`src/design/xsr_pkg.sv`:
```
// xsr_pkg: types, constants, microcode program and generator functions
// for the xoshiro128** generator. No dependencies.
package xsr_pkg;

    typedef logic [31:0] word_t;
    typedef logic [3:0][31:0] gen_state_t;
    typedef logic [2:0] step_t;
    typedef logic [6:0] cnt_t;

    localparam gen_state_t STATE_RESET = {32'd3, 32'd7, 32'd4, 32'd1};
    localparam logic [127:0] LONG_POLY =
        {32'h1c580662, 32'hccf5a0ef, 32'h0b6f099f, 32'hb523952e};

    localparam logic OP_DRAW = 1'b0;
    localparam logic OP_JUMP = 1'b1;

    typedef enum logic [1:0] {
        SEQ_WAIT_IN,
        SEQ_LOOP,
        SEQ_GOTO,
        SEQ_WAIT_OUT
    } seq_op_t;

    typedef enum logic [2:0] {
        DP_NOP,
        DP_START,
        DP_DIV,
        DP_JUMP,
        DP_COMMIT,
        DP_EMIT
    } dp_cmd_t;

    localparam step_t STEP_IDLE   = 3'd0;
    localparam step_t STEP_DIV    = 3'd1;
    localparam step_t STEP_JUMP   = 3'd2;
    localparam step_t STEP_COMMIT = 3'd3;
    localparam step_t STEP_EMIT   = 3'd4;

    localparam cnt_t DIV_LAST  = 7'd31;
    localparam cnt_t JUMP_LAST = 7'd127;

    typedef struct packed {
        seq_op_t op;
        dp_cmd_t cmd;
        step_t   next_step;
        step_t   alt_step;
        cnt_t    limit;
    } ucode_t;

    typedef struct packed {
        dp_cmd_t cmd;
        cnt_t    cnt;
    } dp_ctl_t;

    typedef struct packed {
        logic out_free;
    } dp_stat_t;

    // next_step: draw / loop exit; alt_step: jump branch
    function automatic ucode_t ucode_rom(input step_t s);
        ucode_t u;
        begin
            case (s)
                STEP_IDLE:   u = '{SEQ_WAIT_IN, DP_START, STEP_DIV, STEP_JUMP, '0};
                STEP_DIV:    u = '{SEQ_LOOP, DP_DIV, STEP_EMIT, STEP_IDLE, DIV_LAST};
                STEP_JUMP:   u = '{SEQ_LOOP, DP_JUMP, STEP_COMMIT, STEP_IDLE, JUMP_LAST};
                STEP_COMMIT: u = '{SEQ_GOTO, DP_COMMIT, STEP_EMIT, STEP_IDLE, '0};
                STEP_EMIT:   u = '{SEQ_WAIT_OUT, DP_EMIT, STEP_IDLE, STEP_IDLE, '0};
                default:     u = '{SEQ_GOTO, DP_NOP, STEP_IDLE, STEP_IDLE, '0};
            endcase
            return u;
        end
    endfunction

    // rotl(w1 * 5, 7) * 9 with shift-adds
    function automatic word_t scramble(input word_t w1);
        word_t t;
        word_t r;
        begin
            t = w1 + {w1[29:0], 2'b00};
            r = {t[24:0], t[31:25]};
            return r + {r[28:0], 3'b000};
        end
    endfunction

    function automatic gen_state_t advance(input gen_state_t s);
        gen_state_t n;
        begin
            n    = s;
            n[2] = s[2] ^ s[0];
            n[3] = s[3] ^ s[1];
            n[1] = s[1] ^ n[2];
            n[0] = s[0] ^ n[3];
            n[2] = n[2] ^ {s[1][22:0], 9'b0};
            n[3] = {n[3][20:0], n[3][31:21]};
            return n;
        end
    endfunction

endpackage

```
`src/design/xsr_if.sv`:
```
// Request and response word channels of the xoshiro128** generator.
// Depends on nothing.
interface xsr_req_if;
    logic        valid;
    logic        ready;
    logic        op;
    logic [31:0] bound;

    modport source (output valid, output op, output bound, input ready);
    modport sink   (input valid, input op, input bound, output ready);
endinterface

interface xsr_rsp_if;
    logic        valid;
    logic        ready;
    logic [31:0] value;
    logic [31:0] raw;
    logic        was_jump;

    modport source (output valid, output value, output raw, output was_jump, input ready);
    modport sink   (input valid, input value, input raw, input was_jump, output ready);
endinterface

```
`src/design/xoshiro128_starstar_generator.sv`:
```
// Draw: accept step plus 32 remainder steps in the sequencer loop, then
// output; the next request is taken only once the output step is done.
// Long jump: accept step, 128 jump steps and a commit step, then output.
// A new request is taken while a result waits in the output register.
// Reset: state words 1,4,7,3, sequencer idle, no result pending.
module xoshiro128_starstar_generator (
    input  logic    clk,
    input  logic    rst_n,
    xsr_req_if.sink   req,
    xsr_rsp_if.source rsp
);

    xsr_pkg::dp_ctl_t  ctl;
    xsr_pkg::dp_stat_t stat;

    xsr_sequencer u_seq (
        .clk      (clk),
        .rst_n    (rst_n),
        .in_valid (req.valid),
        .in_op    (req.op),
        .in_ready (req.ready),
        .stat     (stat),
        .ctl      (ctl)
    );

    xsr_datapath u_dp (
        .clk          (clk),
        .rst_n        (rst_n),
        .ctl          (ctl),
        .in_op        (req.op),
        .in_bound     (req.bound),
        .stat         (stat),
        .out_ready    (rsp.ready),
        .out_valid    (rsp.valid),
        .out_value    (rsp.value),
        .out_raw      (rsp.raw),
        .out_was_jump (rsp.was_jump)
    );

endmodule

```
`src/design/xsr_sequencer.sv`:
```
// xsr_sequencer: step counter, loop counter and microcode ROM that drive
// the datapath. Depends on xsr_pkg.
module xsr_sequencer (
    input  logic              clk,
    input  logic              rst_n,
    input  logic              in_valid,
    input  logic              in_op,
    output logic              in_ready,
    input  xsr_pkg::dp_stat_t stat,
    output xsr_pkg::dp_ctl_t  ctl
);

    xsr_pkg::step_t  step_reg;
    xsr_pkg::step_t  step_next;
    xsr_pkg::cnt_t   cnt_reg;
    xsr_pkg::cnt_t   cnt_next;
    xsr_pkg::ucode_t uw;

    always_ff @(posedge clk or negedge rst_n)
    begin
        if (!rst_n)
        begin
            step_reg <= xsr_pkg::STEP_IDLE;
            cnt_reg  <= '0;
        end
        else
        begin
            step_reg <= step_next;
            cnt_reg  <= cnt_next;
        end
    end

    always_comb
    begin
        uw        = xsr_pkg::ucode_rom(step_reg);
        step_next = step_reg;
        cnt_next  = cnt_reg;
        in_ready  = 1'b0;
        ctl.cmd   = xsr_pkg::DP_NOP;
        ctl.cnt   = cnt_reg;
        case (uw.op)
            xsr_pkg::SEQ_WAIT_IN:
            begin
                in_ready = 1'b1;
                if (in_valid)
                begin
                    ctl.cmd   = uw.cmd;
                    cnt_next  = '0;
                    step_next = (in_op == xsr_pkg::OP_JUMP) ? uw.alt_step : uw.next_step;
                end
            end
            xsr_pkg::SEQ_LOOP:
            begin
                ctl.cmd = uw.cmd;
                if (cnt_reg == uw.limit)
                begin
                    cnt_next  = '0;
                    step_next = uw.next_step;
                end
                else
                begin
                    cnt_next = cnt_reg + 7'd1;
                end
            end
            xsr_pkg::SEQ_GOTO:
            begin
                ctl.cmd   = uw.cmd;
                step_next = uw.next_step;
            end
            xsr_pkg::SEQ_WAIT_OUT:
            begin
                if (stat.out_free)
                begin
                    ctl.cmd   = uw.cmd;
                    step_next = uw.next_step;
                end
            end
            default:
            begin
                step_next = xsr_pkg::STEP_IDLE;
            end
        endcase
    end

endmodule

```
`src/design/xsr_datapath.sv`:
```
// xsr_datapath: generator state, jump accumulator, bit-serial remainder
// unit and output register. Depends on xsr_pkg.
module xsr_datapath (
    input  logic              clk,
    input  logic              rst_n,
    input  xsr_pkg::dp_ctl_t  ctl,
    input  logic              in_op,
    input  logic [31:0]       in_bound,
    output xsr_pkg::dp_stat_t stat,
    input  logic              out_ready,
    output logic              out_valid,
    output logic [31:0]       out_value,
    output logic [31:0]       out_raw,
    output logic              out_was_jump
);

    xsr_pkg::gen_state_t state_reg, state_next;
    xsr_pkg::gen_state_t acc_reg, acc_next;
    xsr_pkg::word_t      bound_reg, bound_next;
    xsr_pkg::word_t      rem_reg, rem_next;
    xsr_pkg::word_t      quo_reg, quo_next;
    xsr_pkg::word_t      raw_reg, raw_next;
    logic                jump_reg, jump_next;
    logic                out_valid_reg, out_valid_next;
    xsr_pkg::word_t      out_value_reg, out_value_next;
    xsr_pkg::word_t      out_raw_reg, out_raw_next;
    logic                out_jump_reg, out_jump_next;

    logic [32:0]         shifted;
    logic [33:0]         diff;

    assign shifted      = {rem_reg, quo_reg[31]};
    assign diff         = {1'b0, shifted} - {2'b00, bound_reg};
    assign stat.out_free = !out_valid_reg || out_ready;

    assign out_valid    = out_valid_reg;
    assign out_value    = out_value_reg;
    assign out_raw      = out_raw_reg;
    assign out_was_jump = out_jump_reg;

    always_ff @(posedge clk or negedge rst_n)
    begin
        if (!rst_n)
        begin
            state_reg     <= xsr_pkg::STATE_RESET;
            out_valid_reg <= 1'b0;
        end
        else
        begin
            state_reg     <= state_next;
            out_valid_reg <= out_valid_next;
        end
    end

    always_ff @(posedge clk)
    begin
        acc_reg       <= acc_next;
        bound_reg     <= bound_next;
        rem_reg       <= rem_next;
        quo_reg       <= quo_next;
        raw_reg       <= raw_next;
        jump_reg      <= jump_next;
        out_value_reg <= out_value_next;
        out_raw_reg   <= out_raw_next;
        out_jump_reg  <= out_jump_next;
    end

    always_comb
    begin
        state_next     = state_reg;
        acc_next       = acc_reg;
        bound_next     = bound_reg;
        rem_next       = rem_reg;
        quo_next       = quo_reg;
        raw_next       = raw_reg;
        jump_next      = jump_reg;
        out_valid_next = out_valid_reg && !out_ready;
        out_value_next = out_value_reg;
        out_raw_next   = out_raw_reg;
        out_jump_next  = out_jump_reg;
        case (ctl.cmd)
            xsr_pkg::DP_START:
            begin
                jump_next  = in_op;
                bound_next = in_bound;
                if (in_op == xsr_pkg::OP_DRAW)
                begin
                    raw_next   = xsr_pkg::scramble(state_reg[1]);
                    quo_next   = raw_next;
                    rem_next   = '0;
                    state_next = xsr_pkg::advance(state_reg);
                end
                else
                begin
                    acc_next = '0;
                end
            end
            xsr_pkg::DP_DIV:
            begin
                rem_next = diff[33] ? shifted[31:0] : diff[31:0];
                quo_next = {quo_reg[30:0], 1'b0};
            end
            xsr_pkg::DP_JUMP:
            begin
                if (xsr_pkg::LONG_POLY[ctl.cnt])
                begin
                    acc_next = acc_reg ^ state_reg;
                end
                state_next = xsr_pkg::advance(state_reg);
            end
            xsr_pkg::DP_COMMIT:
            begin
                state_next = acc_reg;
            end
            xsr_pkg::DP_EMIT:
            begin
                out_valid_next = 1'b1;
                out_jump_next  = jump_reg;
                if (jump_reg == xsr_pkg::OP_JUMP)
                begin
                    out_value_next = '0;
                    out_raw_next   = '0;
                end
                else
                begin
                    out_value_next = (bound_reg == '0) ? '0 : rem_reg;
                    out_raw_next   = raw_reg;
                end
            end
            default:
            begin
            end
        endcase
    end

endmodule
```
`src/flat_wrapper.sv`:
```
// flat-port wrapper written by rule: the top's interface ports become plain ports
module xoshiro128_starstar_generator_flat 
  (clk, rst_n, req_valid, req_op, req_bound, req_ready, rsp_valid, rsp_value, rsp_raw, rsp_was_jump, rsp_ready);
  xsr_req_if req_i ();
  xsr_rsp_if rsp_i ();
  input  logic clk;
  input  logic rst_n;
  input wire logic [$bits(req_i.valid)-1:0] req_valid;
  input wire logic [$bits(req_i.op)-1:0] req_op;
  input wire logic [$bits(req_i.bound)-1:0] req_bound;
  output wire logic [$bits(req_i.ready)-1:0] req_ready;
  output wire logic [$bits(rsp_i.valid)-1:0] rsp_valid;
  output wire logic [$bits(rsp_i.value)-1:0] rsp_value;
  output wire logic [$bits(rsp_i.raw)-1:0] rsp_raw;
  output wire logic [$bits(rsp_i.was_jump)-1:0] rsp_was_jump;
  input wire logic [$bits(rsp_i.ready)-1:0] rsp_ready;
  assign req_i.valid = req_valid;
  assign req_i.op = req_op;
  assign req_i.bound = req_bound;
  assign req_ready = req_i.ready;
  assign rsp_valid = rsp_i.valid;
  assign rsp_value = rsp_i.value;
  assign rsp_raw = rsp_i.raw;
  assign rsp_was_jump = rsp_i.was_jump;
  assign rsp_i.ready = rsp_ready;
  xoshiro128_starstar_generator u_core (.clk(clk), .rst_n(rst_n), .req(req_i), .rsp(rsp_i));
endmodule
```
`config.mk`:
```
export PLATFORM = sky130hd
export DESIGN_NAME = xoshiro128_starstar_generator_flat
export DESIGN_NICKNAME = d
export VERILOG_FILES = /design/src/design/xsr_pkg.sv /design/src/design/xsr_if.sv /design/src/design/xoshiro128_starstar_generator.sv /design/src/design/xsr_sequencer.sv /design/src/design/xsr_datapath.sv /design/src/flat_wrapper.sv
export SDC_FILE = /design/constraint.sdc
export NUM_CORES = 1
export LEC_CHECK = 0
export ABC_AREA = 1
export ABC_CLOCK_PERIOD_IN_PS = 8900
export BUFFER_PORTS_ARGS = -buffer_cell sky130_fd_sc_hd__buf_2
export CORE_UTILIZATION = 50
export DETAILED_ROUTE_END_ITERATION = 10
export GPL_TIMING_DRIVEN = 0
export PLACE_DENSITY = 0.69
export SYNTH_ARGS = -nofsm -noshare
export SYNTH_HDL_FRONTEND = slang
export SYNTH_SLANG_ARGS = --single-unit
export TNS_END_PERCENT = 1
```
`constraint.sdc`:
```
create_clock -name clk -period 8.9 [get_ports clk]
set_input_delay 0.89 -clock clk [delete_from_list [all_inputs] [get_ports clk]]
set_output_delay 0.89 -clock clk [all_outputs]
set_load 0.05 [all_outputs]
```
==> results of run 1 <==
==> per-stage QoR <==
step           std cells  hold slack (ns)  worst slack [ns]  cell area [µm²]  setup TNS [ns]
5_1_grt             3787            0.179              3.81            29600               0
3_3_place_gp        3686            0.438             -3.87            27700         -493.22
4_1_cts             3787            0.175              4.13            29600               0
3_5_place_dp        3693            0.445              4.15            27900               0
2_1_floorplan       2903            0.424           0.00110            26300               0
6_report            3787            0.175              4.00            29600               0
==> cell usage in the layout, fill, tap and decap left out, types with 85 or more instances in the layout <==
cell,n
nand2_1,563
nor2_1,323
edfxtp_1,322
inv_1,249
a21oi_1,239
xnor2_1,204
o21ai_0,185
dfrtp_1,132
buf_2,128
ha_1,97
nand3_1,85
==> cells in the mapped netlist (6+ instances only) <==
cell	count
a21o_1	8
a21oi_1	240
a21oi_2	32
a22oi_1	9
a31oi_1	7
and2_1	17
buf_2	26
buf_6	8
clkbuf_1	62
dfrtp_1	132
dfstp_2	7
edfxtp_1	322
ha_1	97
inv_1	250
nand2_1	564
nand3_1	85
nand3b_1	46
nand4_1	23
nor2_1	324
nor3_1	27
nor3b_1	31
nor4_1	9
o211ai_1	26
o21a_1	6
o21ai_0	185
o21ai_1	44
o21bai_1	7
xnor2_1	204
xor2_1	56
==> critical path, stage by stage, from the launching register on <==
cell and delay, ns:
dfrtp_1 0.64, inv_1 0.25, fa_1 0.50, inv_1 0.09, nand2_1 0.05, nand3_1 0.17, nand2_1 0.16, nand3_1 0.17
a21oi_1 0.11, o21ai_0 0.20, xor2_1 0.36, ha_1 0.26, fa_1 0.23, nand3_1 0.09, nand2_1 0.20, nand3_1 0.10
nand2_1 0.18, nand3_1 0.10, nand2_1 0.18, nand3_1 0.14, nand2_1 0.08, nand2_1 0.04, and2_1 0.19, nand2_1 0.08
nand2_1 0.06
==> metal layers <==
| metal | part of all wire [%] | vias up | global-route usage, % |
|---|---|---|---|
| met5 | 0 | - | 0 |
| met4 | 4.1 | 0 | 11.2 |
| met3 | 6.2 | 150 | 3.86 |
| met2 | 47 | 759 | 45.7 |
| met1 | 43 | 10256 | 36.7 |
| li1 | - | 10141 | - |
==> cells by family after synthesis <==
group                      Yosys count  synth area share [%]
and+or+nand+nor                   1146                  18.8
buffers and inverters              358                  5.53
DFF                                461                  50.0
xor gates and xnor gates           260                  8.65
adders and majority gates          100                  4.84
AOI/OAI and AO/OA                  578                  12.2
==> worst paths after layout <==
kind	from	endpoint	slack (ns)	cells past startpoint
max in group asynchronous	rst_n	u_core.u_dp.state_reg[65]$_DFFE_PN1P_	7.88	2
max	u_core.u_dp.state_reg[33]$_DFFE_PN0P_	u_core.u_dp.quo_reg[21]$_DFFE_PP_	4.00	24
max reg2reg	u_core.u_dp.state_reg[33]$_DFFE_PN0P_	u_core.u_dp.quo_reg[21]$_DFFE_PP_	4.00	24
min in group clk	req_bound[1]	u_core.u_dp.bound_reg[1]$_DFFE_PP_	0.45	1
min	rst_n	u_core.u_dp.state_reg[122]$_DFFE_PN0P_	0.18	1
min reg2reg	u_core.u_dp.jump_reg$_DFFE_PP_	u_core.u_dp.out_was_jump$_DFFE_PP_	0.46	0
==> cell type report <==
| cell class | instances | area (µm²) |
|---|---|---|
| Fill cell | 4470 | 22000 |
| Timing Repair Buffer | 110 | 688 |
| Multi-Input combinational cell | 2084 | 11700 |
| Tap cell | 680 | 851 |
| Inverter | 255 | 957 |
| Clock buffer | 65 | 1360 |
| Buffer | 103 | 498 |
| Sequential cell | 461 | 13200 |
| Clock inverter | 29 | 365 |
==> results.toml, run 1 <==
[sta]
drv_slew = 0
relSlewSlack_pct = 20.0
hold_violations = 0
rsz0062_at_grt = "no"
period_minus_slack_ns = 4.90
fin_skew_ns = 0.0330
tightest_slew_ns = 1.20
max_freq_ghz = 0.204
min_period_over_period_pct = 55.0
finalSetupViolCount = 0

[routing]
drt_iter0_drc = 1737
route.detailed.drc = 0
firstDrtPassIters = 6
routedWlPerCell_um = 19.5
ant_nets = 0
vias = 21306
viasPerCell = 5.63
finalWirelength_mm = 73.7

[global_route]
first_global_vias = 20952
grt_start_max_net_pins = 99
grt_pass1_wl_mm = 116
antenna_found_initial = 0
track_usage_pct = 27.7
grt-ovfl-total = 0

[setup_path]
critPathArrivalTime_ns = 5.25
crit_path_max_fanout = 7
setup.worst_path.start_class = "flip-flop"
end_kind = "flip-flop"
cp.required_ns = 9.26
path_class = "reg -> reg"

[flow_run]
cap_violations = 0

[min_path]
hp-class = "in -> async"

[clock_network]
cts_made_buffers = 50
cts_htree_levels = 2
insertion_delay_ns = 0.63
clock-sinks = 461
cts_hold_buf = 0
clk_pin_slew_ns = 0.06
cts_tree = "built"
cts_resized = 0
clk_root_buffer_cell = "clkbuf_16"
post-cts-setup-buffers = 0
clockBufferDepth = 3

[die]
design.die.area_um2 = 53600
fp.dieH_um = 231
io_pins = 104
rows = 83
core_area_um2 = 51600
die_x_um = 231
start_util_pct = 51.0

[logic_synthesis]
synth_warnings = 0
syn_nets = 3040
syn_avg_cell_area_um2 = 9.07
ys_seq_area_share_pct = 50.0
synth_flop_cell = "edfxtp_1"
synth_area_um2 = 26300
synth_cell_types = 52
syn-instance-count = 2903
synth_edf_count = 322
synthTopCellsByArea = "edfxtp_1, dfrtp_1, nand2_1, xnor2_1, nor2_1"
async_reset_ff_share_pct = 30.2
ys_seq_elements = 461
netlist.area_leader.share_pct = 36.7
yosys.area.top_type = "edfxtp_1"

[final_layout]
fin_util_pct = 57.4
drive_gt1_share_pct = 9.53
syn2layout_area_growth_pct = 12.5
diodes = 0
fin_nets = 3202

[placed_design]
io_buffers = 103
dp_hpwl_mm = 55.2
place.gp.congestion = 0.973

[outcome]
status = "complete, no violations"
Power of run 1 is left out: the tool's default activity adds up to more than one toggle a clock period on the data nets, which glitch-free logic cannot reach.
==> inputs of run 2 (changes only) <==
--- a/config.mk
+++ b/config.mk
@@ -6,7 +6,7 @@
 export NUM_CORES = 1
 export LEC_CHECK = 0
 export ABC_AREA = 1
-export ABC_CLOCK_PERIOD_IN_PS = 8900
+export ABC_CLOCK_PERIOD_IN_PS = 3900
 export BUFFER_PORTS_ARGS = -buffer_cell sky130_fd_sc_hd__buf_2
 export CORE_UTILIZATION = 50
 export DETAILED_ROUTE_END_ITERATION = 10
==> constraint.sdc (replaced) <==
create_clock -name clk -period 3.9 [get_ports clk]
set_input_delay 0.39 -clock clk [delete_from_list [all_inputs] [get_ports clk]]
set_output_delay 0.39 -clock clk [all_outputs]
set_load 0.05 [all_outputs]
==> run 2 against run 1 <==
The run now ends with negative setup slack left. Via count is 1.6% higher. Die area unchanged. Fmax up 24%. Critical path type unchanged. Critical endpoint is now u_core.u_dp.raw_reg[27]$_DFFE_PP_. Largest cell class unchanged.
==> results.toml, run 2 (synthesized netlist as in run 1, its figures left out) <==
[placed_design]
io_buffers = 103
dp_hpwl_mm = 55.0
place.gp.congestion = 0.976

[final_layout]
seq_area_um2 = 13200
diodes = 0
final_cell_mix = "nand2_1, edfxtp_1, nor2_1"
fin_util_pct = 60.9
fin_nets = 3284
drive_gt1_share_pct = 16.8
multi_input_area_um2 = 12800
syn2layout_area_growth_pct = 19.3
filler_cell_count = 4330
final_common_cell = "nand2_1"

[die]
start_util_pct = 51.0
fp.dieH_um = 231
design.die.area_um2 = 53600
core_area_um2 = 51600
rows = 83
io_pins = 104
die_x_um = 231

[routing]
routedWlPerCell_um = 19.4
ant_nets = 0
firstDrtPassIters = 6
route.detailed.drc = 0
viasPerCell = 5.60
vias = 21645
finalWirelength_mm = 74.9
drt_iter0_drc = 1617

[setup_path]
max_stage_delay_ns = 0.61
end_kind = "flip-flop"
crit_chain = "ha_4, inv_4, fa_2, o21bai_2, nand3_1, nand3_2, a21oi_2, xnor2_2, buf_4, ha_2, a21oi_2, nor2_1, nor2_1, nand2_2, buf_6, nand4_1, nand3_2, xor2_2, buf_4"
crit_path_max_fanout = 6
critPathArrivalTime_ns = 4.33
worstSetupPathDepth = 19
path_buf_inv = 4
reg2reg_depth = 19
path_delay_family = "adder cells"
slowest_stage = "dfstp_2"
cp.required_ns = 4.29
path_class = "reg -> reg"
setup.worst_path.start_class = "flip-flop"

[sta]
relSlewSlack_pct = 21.5
finalSetupViolCount = 5
fin_skew_ns = 0.0232
hold_violations = 0
tightest_slew_ns = 1.18
drv_slew = 0
finalWorstSetupSlack_ns = -0.0420
max_freq_ghz = 0.254
min_period_over_period_pct = 101
rsz0062_at_grt = "yes"
period_minus_slack_ns = 3.94

[global_route]
grt_start_max_net_pins = 83
first_global_vias = 21226
grt_pass1_wl_mm = 117
grt-ovfl-total = 0
track_usage_pct = 27.9
antenna_found_initial = 1

[clock_network]
cts_tree = "built"
cts_htree_levels = 2
clockBufferDepth = 3
clock-sinks = 461
clk_pin_slew_ns = 0.06
clk_root_buffer_cell = "clkbuf_16"
cts_made_buffers = 50
insertion_delay_ns = 0.62

[min_path]
hold_path_depth = 1
hp-class = "in -> reg"

[flow_run]
cap_violations = 0

[outcome]
status = "finished, violations left"
violations = "negative setup slack"
==> run 2: changes by cell type in the layout (fill, tap and decap cells not counted), sizes merged <==
| cell | before | now |
|---|---|---|
| buf | 151 | 200 |
| clkinv | 21 | 16 |
| dlygate4sd3 | 0 | 33 |
| inv | 255 | 257 |
==> run 2: path summary, 6_finish.rpt <==
check	from	end	slack, ns
max	u_core.u_dp.state_reg[34]$_DFFE_PN1P_	u_core.u_dp.raw_reg[27]$_DFFE_PP_	-0.04
min	req_op	u_core.u_dp.jump_reg$_DFFE_PP_	0.04
max reg2reg	u_core.u_dp.state_reg[34]$_DFFE_PN1P_	u_core.u_dp.raw_reg[27]$_DFFE_PP_	-0.04
min reg2reg	u_core.u_dp.jump_reg$_DFFE_PP_	u_core.u_dp.out_was_jump$_DFFE_PP_	0.45
max in group asynchronous	rst_n	u_core.u_dp.state_reg[49]$_DFFE_PN0P_	2.67
min in group asynchronous	rst_n	u_core.u_dp.state_reg[111]$_DFFE_PN0P_	0.32
==> run 2: worst register-to-register path, delay by kind of cell (launching register included) <==
family	cells	cell delay, ns
fa+ha+maj	3	0.88
buf+inv	4	0.49
xor+xnor	2	0.37
simple gates	7	0.79
flops	1	0.61
compound gates	3	0.57
==> run 2: through the flow <==
stage / hold WS [ns] / cells / setup WS [ns] / setup TNS [ns] / instance area [µm²]
2_1_floorplan: 0.0944 / 2903 / -0.351 / -56.32 / 26400
3_3_place_gp: 0.437 / 3686 / -1.74 / -360.23 / 27700
3_5_place_dp: 0.417 / 3693 / -0.928 / -29.25 / 27900
4_1_cts: 0.0215 / 3841 / -0.0449 / -0.193 / 30800
5_1_grt: 0.0437 / 3866 / -0.159 / -2.00 / 31400
6_report: 0.0390 / 3866 / -0.0420 / -0.131 / 31400
==> run 2: repair_timing <==
item,in CTS,in global routing
hold buffers,33,0
setup buffers,24,25
endpoints found under the setup margin,113,155
pin swaps,25,32
gates resized for setup,133,98
hold endpoints to repair,82,0
==> run 2: area by class of cell <==
| type | instances | area share (%) |
|---|---|---|
| Sequential cell | 461 | 42.0 |
| Timing Repair Buffer | 192 | 4.47 |
| Buffer | 103 | 1.59 |
| Tap cell | 680 | 2.71 |
| Inverter | 255 | 3.06 |
| Clock buffer | 65 | 4.35 |
| Clock inverter | 26 | 1.12 |
| Multi-Input combinational cell | 2084 | 40.7 |
==> run 2: layer usage <==
metal	global-route usage, %	vias to the layer above	wire [µm]
li1	-	10281	-
met1	36.8	10434	31800
met2	46.1	764	35500
met3	3.91	166	4550
met4	11.7	0	3060
met5	0	-	0
Power of run 2 is left out for the same reason.
==> inputs of run 3 (changes only) <==
==> constraint.sdc (replaced) <==
create_clock -name clk -period 3.9 [get_ports clk]
set_input_delay 1.17 -clock clk [delete_from_list [all_inputs] [get_ports clk]]
set_output_delay 1.17 -clock clk [all_outputs]
set_load 0.05 [all_outputs]
==> run 3 against run 2 <==
The flow still finishes with violations (negative setup slack). Via count is essentially flat. Register-to-register slack hardly changed. Sequential share of layout area grew 0.87 points. Die area unchanged. Critical path type unchanged. Largest cell class unchanged.
==> results.toml, run 3 (synthesized netlist as in run 1, its figures left out) <==
[final_layout]
multi_input_area_um2 = 12700
seq_area_um2 = 13200
fin_util_pct = 59.6
syn2layout_area_growth_pct = 16.9
drive_gt1_share_pct = 16.4
final_cell_mix = "nand2_1, edfxtp_1, nor2_1"
filler_cell_count = 4433
final_common_cell = "nand2_1"
diodes = 0
fin_nets = 3248

[routing]
route.detailed.drc = 0
viasPerCell = 5.65
ant_nets = 0
drt_iter0_drc = 1674
vias = 21625
firstDrtPassIters = 6
routedWlPerCell_um = 19.7
finalWirelength_mm = 75.5

[setup_path]
startpoint = "u_core.u_dp.state_reg[37]$_DFFE_PN0P_"
end_kind = "flip-flop"
worstReg2RegStart = "u_core.u_dp.state_reg[37]$_DFFE_PN0P_"
critPathArrivalTime_ns = 4.29
cp.required_ns = 4.26
crit_path_max_fanout = 6
path_class = "reg -> reg"
timing.rr.end = "u_core.u_dp.raw_reg[23]$_DFFE_PP_"
reg2reg_depth = 22
crit_chain = "ha_4, a21oi_2, nor2_1, o21ai_0, nand2_1, nand2_1, nand3_2, a21oi_2, xnor2_2, buf_4, buf_4, ha_4, a21oi_4, nor2_1, nor2_1, nand2_2, nand2_1, nand2_2, nand3_2, nand2_4, or2_4, and2_1"
slowest_stage = "dfrtp_2"
max_stage_delay_ns = 0.47
r2r_slack_ns = -0.03
setup.worst_path.start_class = "flip-flop"

[sta]
tightest_slew_ns = 1.05
rsz0062_at_grt = "yes"
max_freq_ghz = 0.254
tns_ns = -0.0863
period_minus_slack_ns = 3.93
hold_violations = 0
relSlewSlack_pct = 30.2
drv_slew = 0
fin_skew_ns = 0.0201
min_period_over_period_pct = 101
finalSetupViolCount = 5
finalWorstSetupSlack_ns = -0.0349
holdWs_ns = 0.465

[outcome]
status = "finished, violations left"
violations = "negative setup slack"

[die]
start_util_pct = 51.0
fp.dieH_um = 231
design.die.area_um2 = 53600
core_area_um2 = 51600
io_pins = 104
die_x_um = 231
rows = 83

[global_route]
track_usage_pct = 28.2
grt_start_max_net_pins = 71
grt-ovfl-total = 0
antenna_found_initial = 0
grt_pass1_wl_mm = 118
first_global_vias = 21348

[min_path]
holdCritStartpoint = "u_core.u_dp.jump_reg$_DFFE_PP_"
hp-class = "reg -> reg"
hold_path_depth = 0
hold-path-endpoint = "u_core.u_dp.out_was_jump$_DFFE_PP_"

[flow_run]
cap_violations = 0

[clock_network]
clk_pin_slew_ns = 0.06
clockBufferDepth = 3
insertion_delay_ns = 0.62
cts_htree_levels = 2
cts_tree = "built"
clock-sinks = 461
cts_made_buffers = 49
clk_root_buffer_cell = "clkbuf_16"

[placed_design]
place.gp.congestion = 0.994
dp_hpwl_mm = 54.9
io_buffers = 103
==> run 3: critical path, delay by kind of cell (launching register included) <==
family,cells,cell delay [ns]
and+or+nand+nor,13,1.37
AOI/OAI and AO/OA,4,0.89
adders and majority gates,2,0.54
DFF,1,0.47
buffers and inverters,2,0.29
xor gates and xnor gates,1,0.09
==> run 3: cell type report <==
class	count	area share [%]
tap	680	2.76
clock inverter	21	0.659
multi-input combinational	2085	41.2
inverter	255	3.15
sequential	461	42.8
buffer	103	1.63
clock buffer	66	4.42
timing repair buffer	156	3.36
==> run 3: per-layer routing <==
metal	GRT usage [%]	routed length (µm)
met3	4.48	4950
met5	0	0
met1	37.2	32000
met4	12.5	3430
met2	45.8	35100
==> run 3: per-stage QoR <==
step,setup slack [ns],instance area [µm²],instances
floorplan,-0.421,26400,2903
global placement,-1.95,27700,3686
detailed placement,-0.830,27900,3693
CTS,-0.0779,30000,3800
global route,-0.147,30800,3827
finish,-0.0349,30800,3827
==> run 3: worst max-delay path by stage <==
stage	to	depth (start not counted)	slack [ns]
global route	u_core.u_dp.quo_reg[25]$_DFFE_PP_	22	-0.15
finish	u_core.u_dp.raw_reg[23]$_DFFE_PP_	22	-0.03
detailed placement	u_core.u_dp.raw_reg[23]$_DFFE_PP_	22	-0.83
global placement	u_core.u_dp.acc_reg[69]$_SDFFCE_PP0P_	10	-1.95
floorplan	u_core.u_dp.acc_reg[0]$_SDFFCE_PP0P_	9	-0.42
CTS	u_core.u_dp.raw_reg[22]$_DFFE_PP_	19	-0.08
==> run 3: what timing repair did <==
item	CTS	global route
setup buffers	19	26
gates resized for setup	91	123
endpoints found under the setup margin	113	104
hold buffers	0	0
pin swaps	11	30
cloned	1	0
Power of run 3 is left out for the same reason.
